[src/sv/base64_stream_decoder_core_defines.svh]
// Assertion helpers used by the decoder's output serializer.
// Each macro samples on clk_i and is disabled while rst_ni is low.
`ifndef BASE64_STREAM_DECODER_CORE_DEFINES_SVH
`define BASE64_STREAM_DECODER_CORE_DEFINES_SVH

// Invariant: expr holds at every edge.
`define B64D_ASSERT(label, expr, msg) \
  label: assert property (@(posedge clk_i) disable iff (!rst_ni) (expr)) else $error(msg);

// Same-cycle implication.
`define B64D_ASSERT_IMP(label, ante, cons, msg) \
  label: assert property (@(posedge clk_i) disable iff (!rst_ni) (ante) |-> (cons)) \
    else $error(msg);

// Next-cycle implication.
`define B64D_ASSERT_NXT(label, ante, cons, msg) \
  label: assert property (@(posedge clk_i) disable iff (!rst_ni) (ante) |=> (cons)) \
    else $error(msg);

`endif

[src/sv/b64d_pkg.sv]
package b64d_pkg;

  localparam int COUNT_BITS = 16;
  localparam int CntExtW = (COUNT_BITS > 16) ? COUNT_BITS : 16;
  localparam int SumW = CntExtW + 1;
  localparam int MaxResults = 4;

  localparam logic [7:0] SKIP_CODE = 8'd255;
  localparam logic [7:0] PAD_CODE = 8'd254;

  localparam logic [15:0] CAPACITY_RESET = 16'hFFFF;
  localparam logic REG_OUTPUT_CAPACITY = 1'b0;

  typedef enum logic [1:0] {
    KIND_BYTE     = 2'd0,
    KIND_DONE     = 2'd1,
    KIND_OVERFLOW = 2'd2
  } kind_e;

  typedef logic [COUNT_BITS-1:0] count_t;

  typedef struct packed {
    kind_e       kind;
    logic [7:0]  data;
    logic [15:0] count;
  } result_t;

  // Results caused by one character, in delivery order.
  typedef struct packed {
    result_t [MaxResults-1:0] entries;
    logic [2:0]               num;
  } bundle_t;

  // Map a character through the standard alphabet; skip and pad get codes of their own.
  function automatic logic [7:0] sextet_of(input logic [7:0] ch);
    logic [7:0] v;
    v = SKIP_CODE;
    if (ch >= 8'h41 && ch <= 8'h5A) begin
      v = ch - 8'h41;
    end else if (ch >= 8'h61 && ch <= 8'h7A) begin
      v = ch - 8'd71;
    end else if (ch >= 8'h30 && ch <= 8'h39) begin
      v = ch + 8'd4;
    end else if (ch == 8'h2B) begin
      v = 8'd62;
    end else if (ch == 8'h2F) begin
      v = 8'd63;
    end else if (ch == 8'h3D) begin
      v = PAD_CODE;
    end
    return v;
  endfunction

  function automatic logic [15:0] count_low(input count_t c);
    logic [CntExtW-1:0] e;
    e = CntExtW'(c);
    return e[15:0];
  endfunction

endpackage

[src/sv/b64d_decode.sv]
module b64d_decode (
  input  logic                clk_i,
  input  logic                rst_ni,
  input  logic [7:0]          char_i,
  input  logic                fend_i,
  input  logic                advance_i,
  input  logic [15:0]         capacity_i,
  output b64d_pkg::bundle_t   bundle_o
);

  logic [23:0]          acc_q, acc_d;
  logic [1:0]           sext_q, sext_d;
  logic [2:0]           pad_q, pad_d;
  b64d_pkg::count_t     be_q, be_d;
  logic                 halt_q, halt_d;

  logic [7:0]           v;
  logic                 is_pad, active, group, ovf, emit, done;
  logic [2:0]           pad_n;
  logic [23:0]          acc_n;
  logic [1:0]           nb;
  logic [b64d_pkg::SumW-1:0] sum;
  b64d_pkg::count_t     be_after;
  logic [2:0]           n_bytes;
  logic [7:0]           byte_data [b64d_pkg::MaxResults];
  b64d_pkg::count_t     byte_cnt  [b64d_pkg::MaxResults];

  always_comb begin
    v       = b64d_pkg::sextet_of(char_i);
    is_pad  = (v == b64d_pkg::PAD_CODE);
    active  = !halt_q && (v != b64d_pkg::SKIP_CODE);
    pad_n   = pad_q + {2'b00, (is_pad && pad_q != 3'd7)};
    acc_n   = {acc_q[17:0], (is_pad ? 6'd0 : v[5:0])};
    group   = active && (sext_q == 2'd3);
    nb      = (pad_n >= 3'd2) ? 2'd1 : (2'd3 - pad_n[1:0]);
    sum     = b64d_pkg::SumW'(be_q) + b64d_pkg::SumW'(nb);
    ovf     = group && (sum > b64d_pkg::SumW'(capacity_i));
    emit    = group && !ovf;
    be_after = emit ? (be_q + b64d_pkg::count_t'(nb)) : be_q;
    n_bytes = emit ? {1'b0, nb} : 3'd0;
    done    = fend_i && !halt_q && !ovf;

    byte_data[0] = acc_n[23:16];
    byte_data[1] = acc_n[15:8];
    byte_data[2] = acc_n[7:0];
    byte_data[3] = 8'd0;
    byte_cnt[0]  = be_q + b64d_pkg::count_t'(1);
    byte_cnt[1]  = be_q + b64d_pkg::count_t'(2);
    byte_cnt[2]  = be_q + b64d_pkg::count_t'(3);
    byte_cnt[3]  = be_q;
  end

  always_comb begin
    for (int k = 0; k < b64d_pkg::MaxResults; k++) begin
      bundle_o.entries[k].kind  = b64d_pkg::KIND_BYTE;
      bundle_o.entries[k].data  = 8'd0;
      bundle_o.entries[k].count = 16'd0;
      if (ovf && k == 0) begin
        bundle_o.entries[k].kind  = b64d_pkg::KIND_OVERFLOW;
        bundle_o.entries[k].count = b64d_pkg::count_low(be_q);
      end else if (emit && (3'(k) < {1'b0, nb})) begin
        bundle_o.entries[k].data  = byte_data[k];
        bundle_o.entries[k].count = b64d_pkg::count_low(byte_cnt[k]);
      end else if (done && (3'(k) == n_bytes)) begin
        bundle_o.entries[k].kind  = b64d_pkg::KIND_DONE;
        bundle_o.entries[k].count = b64d_pkg::count_low(be_after);
      end
    end
    bundle_o.num = n_bytes + {2'b00, ovf} + {2'b00, done};
  end

  always_comb begin
    acc_d  = acc_q;
    sext_d = sext_q;
    pad_d  = pad_q;
    be_d   = be_after;
    halt_d = halt_q || ovf;
    if (group) begin
      acc_d  = 24'd0;
      sext_d = 2'd0;
      pad_d  = 3'd0;
    end else if (active) begin
      acc_d  = acc_n;
      sext_d = sext_q + 2'd1;
      pad_d  = pad_n;
    end
    // frame end wipes everything, overflow included
    if (fend_i) begin
      acc_d  = 24'd0;
      sext_d = 2'd0;
      pad_d  = 3'd0;
      be_d   = '0;
      halt_d = 1'b0;
    end
  end

  always_ff @(posedge clk_i or negedge rst_ni) begin
    if (!rst_ni) begin
      acc_q  <= 24'd0;
      sext_q <= 2'd0;
      pad_q  <= 3'd0;
      be_q   <= '0;
      halt_q <= 1'b0;
    end else if (advance_i) begin
      acc_q  <= acc_d;
      sext_q <= sext_d;
      pad_q  <= pad_d;
      be_q   <= be_d;
      halt_q <= halt_d;
    end
  end

endmodule

[src/sv/b64d_serializer.sv]
`include "base64_stream_decoder_core_defines.svh"

module b64d_serializer (
  input  logic              clk_i,
  input  logic              rst_ni,
  input  logic              load_i,
  input  b64d_pkg::bundle_t bundle_i,
  output logic              take_ready_o,
  output logic              out_valid_o,
  input  logic              out_ready_i,
  output logic [1:0]        kind_o,
  output logic [7:0]        data_byte_o,
  output logic [15:0]       byte_count_o,
  output logic              last_of_run_o
);

  b64d_pkg::bundle_t bundle_q;
  logic              valid_q, valid_d;
  logic [1:0]        idx_q, idx_d;
  logic              last;
  b64d_pkg::result_t cur;

  assign cur  = bundle_q.entries[idx_q];
  assign last = ((3'(idx_q) + 3'd1) == bundle_q.num);

  assign take_ready_o  = !valid_q || (out_ready_i && last);
  assign out_valid_o   = valid_q;
  assign kind_o        = cur.kind;
  assign data_byte_o   = cur.data;
  assign byte_count_o  = cur.count;
  assign last_of_run_o = last;

  always_comb begin
    valid_d = valid_q;
    idx_d   = idx_q;
    if (load_i && take_ready_o) begin
      valid_d = 1'b1;
      idx_d   = 2'd0;
    end else if (valid_q && out_ready_i) begin
      // advance, or drain when the last result leaves
      if (last) begin
        valid_d = 1'b0;
      end else begin
        idx_d = idx_q + 2'd1;
      end
    end
  end

  always_ff @(posedge clk_i or negedge rst_ni) begin
    if (!rst_ni) begin
      valid_q <= 1'b0;
      idx_q   <= 2'd0;
    end else begin
      valid_q <= valid_d;
      idx_q   <= idx_d;
    end
  end

  always_ff @(posedge clk_i) begin
    if (load_i && take_ready_o) begin
      bundle_q <= bundle_i;
    end
  end

  `B64D_ASSERT(valid_has_entries, !valid_q || (bundle_q.num != 3'd0), "empty bundle shown")
  `B64D_ASSERT_IMP(index_in_range, valid_q, 3'(idx_q) < bundle_q.num, "result index overrun")
  `B64D_ASSERT_NXT(index_steps, valid_q && out_ready_i && !last,
                   valid_q && (idx_q == $past(idx_q) + 2'd1), "result index did not step")
  `B64D_ASSERT_NXT(load_restarts, load_i && take_ready_o, valid_q && (idx_q == 2'd0),
                   "new bundle not started at first result")

endmodule

[src/sv/base64_stream_decoder_core.sv]
// A character is registered at acceptance; its results are then registered in
// the output serializer when it can take them. Throughput: one character per
// cycle while each yields at most one result and out_ready_i is high; results
// beyond one stall input; the serializer sends one per cycle. Reset (async, active
// low) clears frame state and pending results and sets output_capacity to 65535.
module base64_stream_decoder_core (
  input  logic        clk_i,
  input  logic        rst_ni,
  input  logic        in_valid_i,
  output logic        in_ready_o,
  input  logic [7:0]  char_code_i,
  input  logic        frame_end_i,
  output logic        out_valid_o,
  input  logic        out_ready_i,
  output logic [1:0]  kind_o,
  output logic [7:0]  data_byte_o,
  output logic [15:0] byte_count_o,
  output logic        last_of_run_o,
  input  logic        psel,
  input  logic        penable,
  input  logic        pwrite,
  input  logic [2:0]  paddr,
  input  logic [31:0] pwdata,
  output logic [31:0] prdata,
  output logic        pready
);

  logic              in_valid_q;
  logic [7:0]        char_q;
  logic              fend_q;
  logic [15:0]       cap_q;
  logic              take_ready;
  logic              advance;
  b64d_pkg::bundle_t bundle;

  assign advance    = in_valid_q && take_ready;
  assign in_ready_o = !in_valid_q || advance;

  always_ff @(posedge clk_i or negedge rst_ni) begin
    if (!rst_ni) begin
      in_valid_q <= 1'b0;
    end else if (in_valid_i && in_ready_o) begin
      in_valid_q <= 1'b1;
    end else if (advance) begin
      in_valid_q <= 1'b0;
    end
  end

  always_ff @(posedge clk_i) begin
    if (in_valid_i && in_ready_o) begin
      char_q <= char_code_i;
      fend_q <= frame_end_i;
    end
  end

  assign pready = 1'b1;
  assign prdata = (paddr[2] == b64d_pkg::REG_OUTPUT_CAPACITY) ? {16'd0, cap_q} : 32'd0;

  always_ff @(posedge clk_i or negedge rst_ni) begin
    if (!rst_ni) begin
      cap_q <= b64d_pkg::CAPACITY_RESET;
    end else if (psel && penable && pwrite && pready &&
                 paddr[2] == b64d_pkg::REG_OUTPUT_CAPACITY) begin
      cap_q <= pwdata[15:0];
    end
  end

  b64d_decode u_decode (
    .clk_i      (clk_i),
    .rst_ni     (rst_ni),
    .char_i     (char_q),
    .fend_i     (fend_q),
    .advance_i  (advance),
    .capacity_i (cap_q),
    .bundle_o   (bundle)
  );

  b64d_serializer u_serializer (
    .clk_i         (clk_i),
    .rst_ni        (rst_ni),
    .load_i        (advance && (bundle.num != 3'd0)),
    .bundle_i      (bundle),
    .take_ready_o  (take_ready),
    .out_valid_o   (out_valid_o),
    .out_ready_i   (out_ready_i),
    .kind_o        (kind_o),
    .data_byte_o   (data_byte_o),
    .byte_count_o  (byte_count_o),
    .last_of_run_o (last_of_run_o)
  );

endmodule
[config.mk]
export PLATFORM = sky130hd
export DESIGN_NAME = base64_stream_decoder_core
export DESIGN_NICKNAME = d
export VERILOG_FILES = /design/src/sv/b64d_pkg.sv /design/src/sv/b64d_decode.sv /design/src/sv/b64d_serializer.sv /design/src/sv/base64_stream_decoder_core.sv
export VERILOG_INCLUDE_DIRS = /design/src /design/src/sv
export SDC_FILE = /design/constraint.sdc
export NUM_CORES = 1
export LEC_CHECK = 0
export BUFFER_PORTS_ARGS = -buffer_cell sky130_fd_sc_hd__buf_4
export CAP_MARGIN = 10
export CORE_MARGIN = 4
export CORE_UTILIZATION = 60
export DETAILED_ROUTE_END_ITERATION = 8
export PLACE_DENSITY = 0.81
export RECOVER_POWER = 25
export SYNTH_ARGS = -nofsm -noshare
export SYNTH_HDL_FRONTEND = slang
export SYNTH_HIERARCHICAL = 1
export SYNTH_SLANG_ARGS = --single-unit
[constraint.sdc]
create_clock -name clk_i -period 15.8 [get_ports clk_i]
set_input_delay 0.79 -clock clk_i [delete_from_list [all_inputs] [get_ports clk_i]]
set_output_delay 0.79 -clock clk_i [all_outputs]
set_load 0.02 [all_outputs]
==> results of run 1 <==
[worst max-delay path by stage]
stage                     startpoint                   endpoint  slack [ns]  cells after the start
after floorplan            char_q[2]   u_serializer/bundle_q[0]        5.36                     37
after global placement     char_q[1]  u_serializer/bundle_q[66]        4.83                     35
after detailed placement   char_q[1]  u_serializer/bundle_q[92]        4.62                     35
after CTS                  char_q[1]  u_serializer/bundle_q[40]        4.58                     36
after global routing       char_q[1]  u_serializer/bundle_q[14]        3.68                     36
final                      char_q[1]  u_serializer/bundle_q[34]        4.36                     36
[placed cells by master (no fill, tap or decap), types with 11 or more instances in the layout]
master and instances:
a22o_1 26, nor2b_1 28, edfxtp_1 116, o22ai_1 13
a31oi_1 35, clkbuf_1 14, and3_1 27, dfrtp_1 43
conb_1 28, nor3_1 11, inv_1 43, ha_1 35
o21ai_0 43, a21oi_1 30, buf_4 64, xnor2_1 17
dfstp_2 16, nand2_1 61, mux4_2 26, clkbuf_16 17
nor2_1 65, nand3_1 27, xor2_1 11
[cell families after synthesis]
logic type      share of synthesized area
other cells                      0.001076
buf+inv                           0.06806
xor+xnor                          0.02344
flops                              0.4785
simple gates                       0.1440
fa+ha+maj                         0.04569
compound gates                     0.1575
mux                               0.08170
[state kept, by name, summed over array words and instances, names as in the netlist, 2 cells and up]
signal	cells
cap_q	16
char_q	8
u_decode/acc_q	18
u_decode/be_q	16
u_decode/pad_q	3
u_decode/sext_q	2
u_serializer/bundle_q	107
u_serializer/idx_q	2
[Yosys cell counts, drive strengths merged (6+ instances only)]
| cell type | count | area [sq um] |
|---|---|---|
| edfxtp | 116 | 3483 |
| buf | 60 | 426.7 |
| o32ai | 7 | 61.31 |
| a21oi | 30 | 150.1 |
| nand2 | 61 | 229.0 |
| and2b | 6 | 45.04 |
| o211ai | 6 | 45.04 |
| mux4 | 26 | 585.6 |
| nor3 | 13 | 70.07 |
| clkbuf | 32 | 120.1 |
| o21ai | 45 | 240.2 |
| ha | 35 | 437.9 |
| a211oi | 9 | 67.56 |
| nand4 | 8 | 50.05 |
| xnor2 | 17 | 148.9 |
| xor2 | 11 | 96.34 |
| mux2 | 17 | 229.0 |
| dfrtp | 44 | 1101 |
| nand2b | 9 | 56.30 |
| dfstp | 16 | 420.4 |
| o22ai | 14 | 93.84 |
| nor2b | 28 | 175.2 |
| or3 | 7 | 43.79 |
| a22o | 26 | 227.7 |
| nor2 | 65 | 244.0 |
| nand3 | 28 | 152.7 |
| a31oi | 36 | 225.2 |
| and3 | 27 | 168.9 |
| and2 | 12 | 77.58 |
| inv | 44 | 165.2 |
| o31ai | 10 | 75.07 |
| nor4 | 8 | 65.06 |
[routing by layer]
metal	wire length [microns]	part of all wire	up-vias	global-route usage
li1	-	-	3563	-
met1	10030	0.42	3706	0.3619
met2	10810	0.45	524	0.3707
met3	2527	0.11	61	0.05121
met4	585	0.024	0	0.09077
met5	0	0	-	0
[metrics by stage]
stage	worst slack, ns	std cells	util	total power, uW	hold WS [ns]
after CTS	4.579	1217	0.6700	1698	0.4570
after global routing	3.682	1217	0.6643	1775	0.5194
after floorplan	5.360	966	-	1103	0.4578
after detailed placement	4.624	1185	0.6375	1297	0.4828
after global placement	4.832	1185	0.6375	1284	0.4751
final	4.361	1217	0.6643	1688	0.5021
[power by group through the flow]
stage          Sequential (uW)  Combinational (uW)  Clock (uW)
5_1_grt                    649                 699         427
2_1_floorplan              629                 475           0
3_3_place_gp               644                 640           0
4_1_cts                    640                 652         406
6_report                   640                 647         401
3_5_place_dp               647                 650           0
[cell type report]
class	count	area (sq um)
fillers	1350	5766
flip-flops and latches	176	5006
multi-input cells	654	4802
repair buffers	86	596.8
clock buffers	18	429.2
well taps	225	281.5
inverters	44	165.2
clock inverters	14	130.1
==> summary.md, run 1 <==
| Metric | Value |
|---|---|
| # hold bufs at CTS | 0 |
| Post-Synthesis Cell Area | 10460 sq um |
| Hold worst-path end | u_decode/acc_q[17] |
| Gp weighted congestion | 0.9266 |
| Max transition margin | -1.225 |
| DR vias | 7854 |
| Site row count | 48 |
| First-pass GRT wire length | 38780 microns |
| Sequential cell area fraction in the yosys report | 0.4785 |
| Root Driver | clkbuf_16 |
| Post-Route WL | 23960 microns |
| DR iter-0 viols | 1110 |
| Setup Fix Bufs, Post-CTS | 0 |
| Tot GR Track Use | 0.2477 |
| Worst skew pair latency | 0.43 ns |
| Post-synth top flop | edfxtp_1 |
| Largest net degree at the start of global routing | 72 |
| Via/cell ratio | 6.454 |
| Layout area overhead | 9.090% |
| Vias in the first global route | 7404 |
| Chip height | 140.0 microns |
| Drt first pass iters | 5 |
| Die width | 140.0 microns |
| Startpoint types | flip-flop |
| # diodes | 0 |
| CP max-delay cell | buf_4 |
| Nets | 1067 |
| Power Dens Cells | 147.9 nW/um^2 |
| Detailed Place HPWL | 16170 microns |
| CP Capture Type | flip-flop |
| Endpoints failing hold | 0 |
| Worst setup path class | flip-flop to flip-flop |
| Netlist cell types | 80 |
| WP data required | 15.85 ns |
| Worst-margin pin slew | 3.338 ns |
| R2r endpoint | u_serializer/bundle_q[34] |
| Internal Power | 1059 uW |
| Number of enable flip-flop cells after synthesis | 116 |
| Layout cells sized above 1 | 0.1784 |
| RSZ-0062 raised after global routing | false |
| Share of power burned in registers | 0.379 |
| Final Slew Violations | 61 |
| Mapped Cells | 941 |
| Initial Utilization | 0.6090 |
| CTS max path bufs | 2 |
| CORE AREA | 17180 sq um |
| Htree depth | 4 |
| Initial antenna violation count | 0 |
| Synth Warn # | 6 |
| CTS tree | yes |
| Hold Path Origin | u_decode/acc_q[17] |
| Leakage | 0.004413 uW |
| I/O Buffers | 77 |
| Psw | 628.3 uW |
| Synth Register Bits | 176 |
| Worst EP arrival | 11.49 ns |
| Clock network power share | 0.238 |
| # IOs | 113 |
| CTS clk-pin slew, worst paths | 0.07 ns |
| Num Clock Sinks | 176 |
| Total negative slack | 0 ns |
| Antenna-violating nets left | 0 |
| Hold depth | 1 |
| Post-synth ARST share | 0.3409 |
| DIE AREA | 19610 sq um |
| Max Cap Viol | 1 |
| Worst hold path class | flip-flop to flip-flop |
| Logic pwr share | 0.383 |
| Worst Reg2Reg Path Length in Cells | 36 |
| Area post-placement | 10950 sq um |
| Max IR drop VDD | 107.4 uV |
| Crit path max-delay family | simple AND/OR/NAND/NOR gates |
| Final worst clock skew | 0.009494 ns |
| Total gr overflow | 0 |
| Critical path buffers and inverters | 7 |
| Failing checks | capacitance limit, slew limit |
| Reg2reg setup slack | 4.36 ns |
| Number of setup violations in the final report | 0 |
| Most used cell along the critical path | ha_1 |
| Worst reg2reg startpoint | char_q[1] |
| CP Max Fanout | 71 |
| Inserted Clock Buffers | 17 |
| Final instance area | 11410 sq um |
| Post-route DRC | 0 |
| Sw Ratio | 0.3723 |
| Routed WL per cell | 19.68 microns |
| Crit path time final | 11.44 ns |
| Max Clk Rate | 0.08742 GHz |
| Post-CTS sizing | 0 |
| Max stage delay on crit path | 0.77 ns |
| Status | finished, violations left |
| Syn avg cell area | 11.12 sq um |
| Final period utilization | 0.7240 |
Note: power is estimated with default switching activity, not from simulation.
==> inputs of run 2 (changes only) <==
- ABC_AREA: not set -> 1
- CORE_UTILIZATION: 60 -> 54
- PLACE_DENSITY: 0.81 -> 0.77
- clock period: 15.8 -> 10.35 ns (I/O delays scaled with it)
==> run 2 against run 1 <==
Effect of this change: the run still ends with capacitance limit, slew limit left; synthesized area increased by 3.5%; sequential power increased by 46%; count of clock-buffer cells in the layout unchanged; combinational power increased by 44%; total power increased by 48%; global-route usage decreased by 0.63 points; die area increased by 14%; first-iteration DRC count decreased by 18%; worst hold slack got worse by 0.23 ns.
==> summary.md, run 2 <==
| Metric | Value |
|---|---|
| Status | finished, violations left |
| Failing checks | capacitance limit, slew limit |
| Reg with most FFs | u_serializer/bundle_q |
| Initial antenna violation count | 0 (unchanged) |
| Post-synth ARST share | 0.3409 (unchanged) |
| Num Clock Sinks | 176 (unchanged) |
| Commonest cells after routing, fill and taps aside | 372 x nand2_1, 145 x nor2_1, 133 x inv_1, 116 x edfxtp_1, 78 x nand3_1 |
| Antenna-violating nets left | 0 (unchanged) |
| Worst-margin pin slew | 3.658 ns (+0.3204 ns) |
| Root Driver | clkbuf_16 |
| Most frequent cell after synthesis | nand2_1 |
| Nets | 1461 (+37%) |
| Final worst clock skew | 0.01001 ns (+0.0005119 ns) |
| Number of enable flip-flop cells after synthesis | 116 (unchanged) |
| Critical Path Sink | u_serializer/bundle_q[43] |
| # diodes | 0 (unchanged) |
| CP max-delay cell | nor2_4 |
| Synth Warn # | 6 (unchanged) |
| Top cell type's share of synthesized area | 0.3218 (-0.01124) |
| Startpoint types | flip-flop |
| Drt first pass iters | 6 (+1) |
| Crit path time final | 9.031 ns (-2.409 ns) |
| DIE AREA | 22380 sq um (+14%) |
| Sequential cell area fraction in the yosys report | 0.4623 (-0.01615) |
| Largest register FFs | 107 (unchanged) |
| Worst hold path class | input port to flip-flop |
| # IOs | 113 (unchanged) |
| Initial Utilization | 0.5526 (-0.05638) |
| Fill count | 1747 (+29%) |
| Multi-input gate area | 4757 sq um (-0.94%) |
| Die width | 149.6 microns (+6.8%) |
| Max Clk Rate | 0.1107 GHz (+27%) |
| CP Capture Type | flip-flop |
| Reg2reg setup slack | 1.32 ns (-3.04 ns) |
| Worst reg2reg startpoint | char_q[1] |
| Worst Reg2Reg Path Length in Cells | 40 (+11%) |
| Worst EP arrival | 9.14 ns (-2.35 ns) |
| Syn avg cell area | 8.115 sq um (-27%) |
| Htree depth | 4 (unchanged) |
| Top Registers | u_serializer/bundle_q (107), u_decode/acc_q (18) |
| CTS clk-pin slew, worst paths | 0.07 ns (about the same) |
| Area contributors post-synth | edfxtp_1 32%, nand2_1 13%, dfrtp_1 10% |
| Max IR drop VDD | 124.4 uV (+16%) |
| Final Slew Violations | 61 (unchanged) |
| Total negative slack | 0 ns (unchanged) |
| Critical Path Start | char_q[1] |
| CP Max Fanout | 51 (-28%) |
| Commonest cells post-synth | 371 x nand2_1, 145 x nor2_1, 133 x inv_1 |
| CTS max path bufs | 2 (unchanged) |
| Most used cell along the critical path | nand2_1 |
| Via/cell ratio | 5.453 (-16%) |
| Final period utilization | 0.8726 (+0.1485) |
| Post-synth top flop | edfxtp_1 |
| Worst setup path class | flip-flop to flip-flop |
| WP data required | 10.46 ns (-5.39 ns) |
| Max stage delay on crit path | 0.71 ns (-0.06 ns) |
| Site row count | 51 (+6.3%) |
| Chip height | 149.6 microns (+6.8%) |
| Area post-placement | 11350 sq um (+3.6%) |
| Post-CTS sizing | 0 (unchanged) |
| Layout cells sized above 1 | 0.1205 (-0.05794) |
| Setup Fix Bufs, Post-CTS | 0 (unchanged) |
| Post-Synthesis Cell Area | 10830 sq um (+3.5%) |
| Vias in the first global route | 8311 (+12%) |
| Most common cell after layout, fill and taps aside | nand2_1 |
| R2r endpoint | u_serializer/bundle_q[43] |
| Detailed Place HPWL | 18010 microns (+11%) |
| Mapped Cells | 1334 (+42%) |
| CORE AREA | 19590 sq um (+14%) |
| Max transition margin | -1.439 (-0.2136) |
| Worst skew pair latency | 0.44 ns (about the same) |
| DR iter-0 viols | 910 (-18%) |
| DR vias | 9003 (+15%) |
| Largest net degree at the start of global routing | 61 (-15%) |
| I/O Buffers | 77 (unchanged) |
| Tot GR Track Use | 0.2414 (-0.006332) |
| Post-Route WL | 26690 microns (+11%) |
| Layout area overhead | 9.443% |
| Post-synth top area cell | edfxtp_1 |
| Routed WL per cell | 16.17 microns (-18%) |
| RSZ-0062 raised after global routing | false |
| Power Dens Cells | 210.8 nW/um^2 (+42%) |
| Inserted Clock Buffers | 17 (unchanged) |
| Hold_ws | 0.2761 ns (-0.2260 ns) |
| Netlist cell types | 51 (-36%) |
| Endpoints failing hold | 0 (unchanged) |
| # hold bufs at CTS | 0 (unchanged) |
| CTS tree | yes |
| First-pass GRT wire length | 42580 microns (+9.8%) |
| Final instance area | 11850 sq um (+3.8%) |
| Post-route DRC | 0 (unchanged) |
| Total gr overflow | 0 (unchanged) |
| Register area | 5005 sq um (about the same) |
| Number of setup violations in the final report | 0 (unchanged) |
| Leakage | 0.005264 uW (+19%) |
| Max Cap Viol | 1 (unchanged) |
| Gp weighted congestion | 1.036 (+12%) |
| Synth Register Bits | 176 (unchanged) |
-- run 2: routing by layer --
layer | share of wire | track usage
met1 | 0.45 | 0.3567
met2 | 0.45 | 0.3690
met3 | 0.089 | 0.04240
met4 | 0.016 | 0.06682
met5 | 0 | 0
-- run 2: how the worst min path moves through the flow --
stage / startpoint / to / depth (start not counted)
2_1_floorplan: rst_ni / in_valid_q / 0
3_3_place_gp: cap_q[13] / cap_q[13] / 2
3_5_place_dp: cap_q[10] / cap_q[10] / 2
4_1_cts: rst_ni / u_decode/acc_q[5] / 1
5_1_grt: char_code_i[6] / char_q[6] / 1
6_report: char_code_i[2] / char_q[2] / 1
-- run 2: per-stage QoR --
step / worst slack (ns) / cells / util / total power (uW)
finish: 1.319 / 1651 / 0.6048 / 2497
global route: 0.6291 / 1651 / 0.6048 / 2640
CTS: 1.428 / 1651 / 0.6085 / 2503
detailed placement: 1.462 / 1619 / 0.5792 / 1870
global placement: 1.574 / 1619 / 0.5792 / 1842
floorplan: 0.9771 / 1359 / - / 1569
-- run 2: cell families (layout without fill, tap and decap cells) --
| family | Yosys count | count (layout) | share of synthesized area |
|---|---|---|---|
| AO/OA/AOI/OAI | 161 | 161 | 0.08206 |
| XOR/XNOR | 42 | 42 | 0.03398 |
| adder cells (fa/ha/maj) | 37 | 37 | 0.04415 |
| buffers and inverters | 241 | 268 | 0.1054 |
| flip-flops | 176 | 176 | 0.4623 |
| other | 3 | 28 | 0.001040 |
| AND/OR/NAND/NOR | 674 | 674 | 0.2710 |
-- run 2: critical path, delay by kind of cell (launching register included) --
family / cells / cell delay, ns
flip-flops: 1 / 0.48
XOR/XNOR: 1 / 0.27
AND/OR/NAND/NOR: 23 / 4.32
AO/OA/AOI/OAI: 3 / 0.68
adder cells (fa/ha/maj): 6 / 1.74
buffers and inverters: 7 / 1.13
-- run 2: power breakdown --
group | total, uW | switching [uW] | internal [uW]
logic | 929 | 637 | 292
clock network | 636 | 295 | 341
registers | 932 | 84.8 | 847
-- run 2: final cells by class --
| class | instances | share of cell area |
|---|---|---|
| Timing Repair Buffer | 83 | 0.05059 |
| Sequential cell | 176 | 0.4224 |
| Inverter | 153 | 0.04900 |
| Tap cell | 265 | 0.02799 |
| Clock inverter | 14 | 0.01225 |
| Clock buffer | 18 | 0.03622 |
| Multi-Input combinational cell | 942 | 0.4015 |
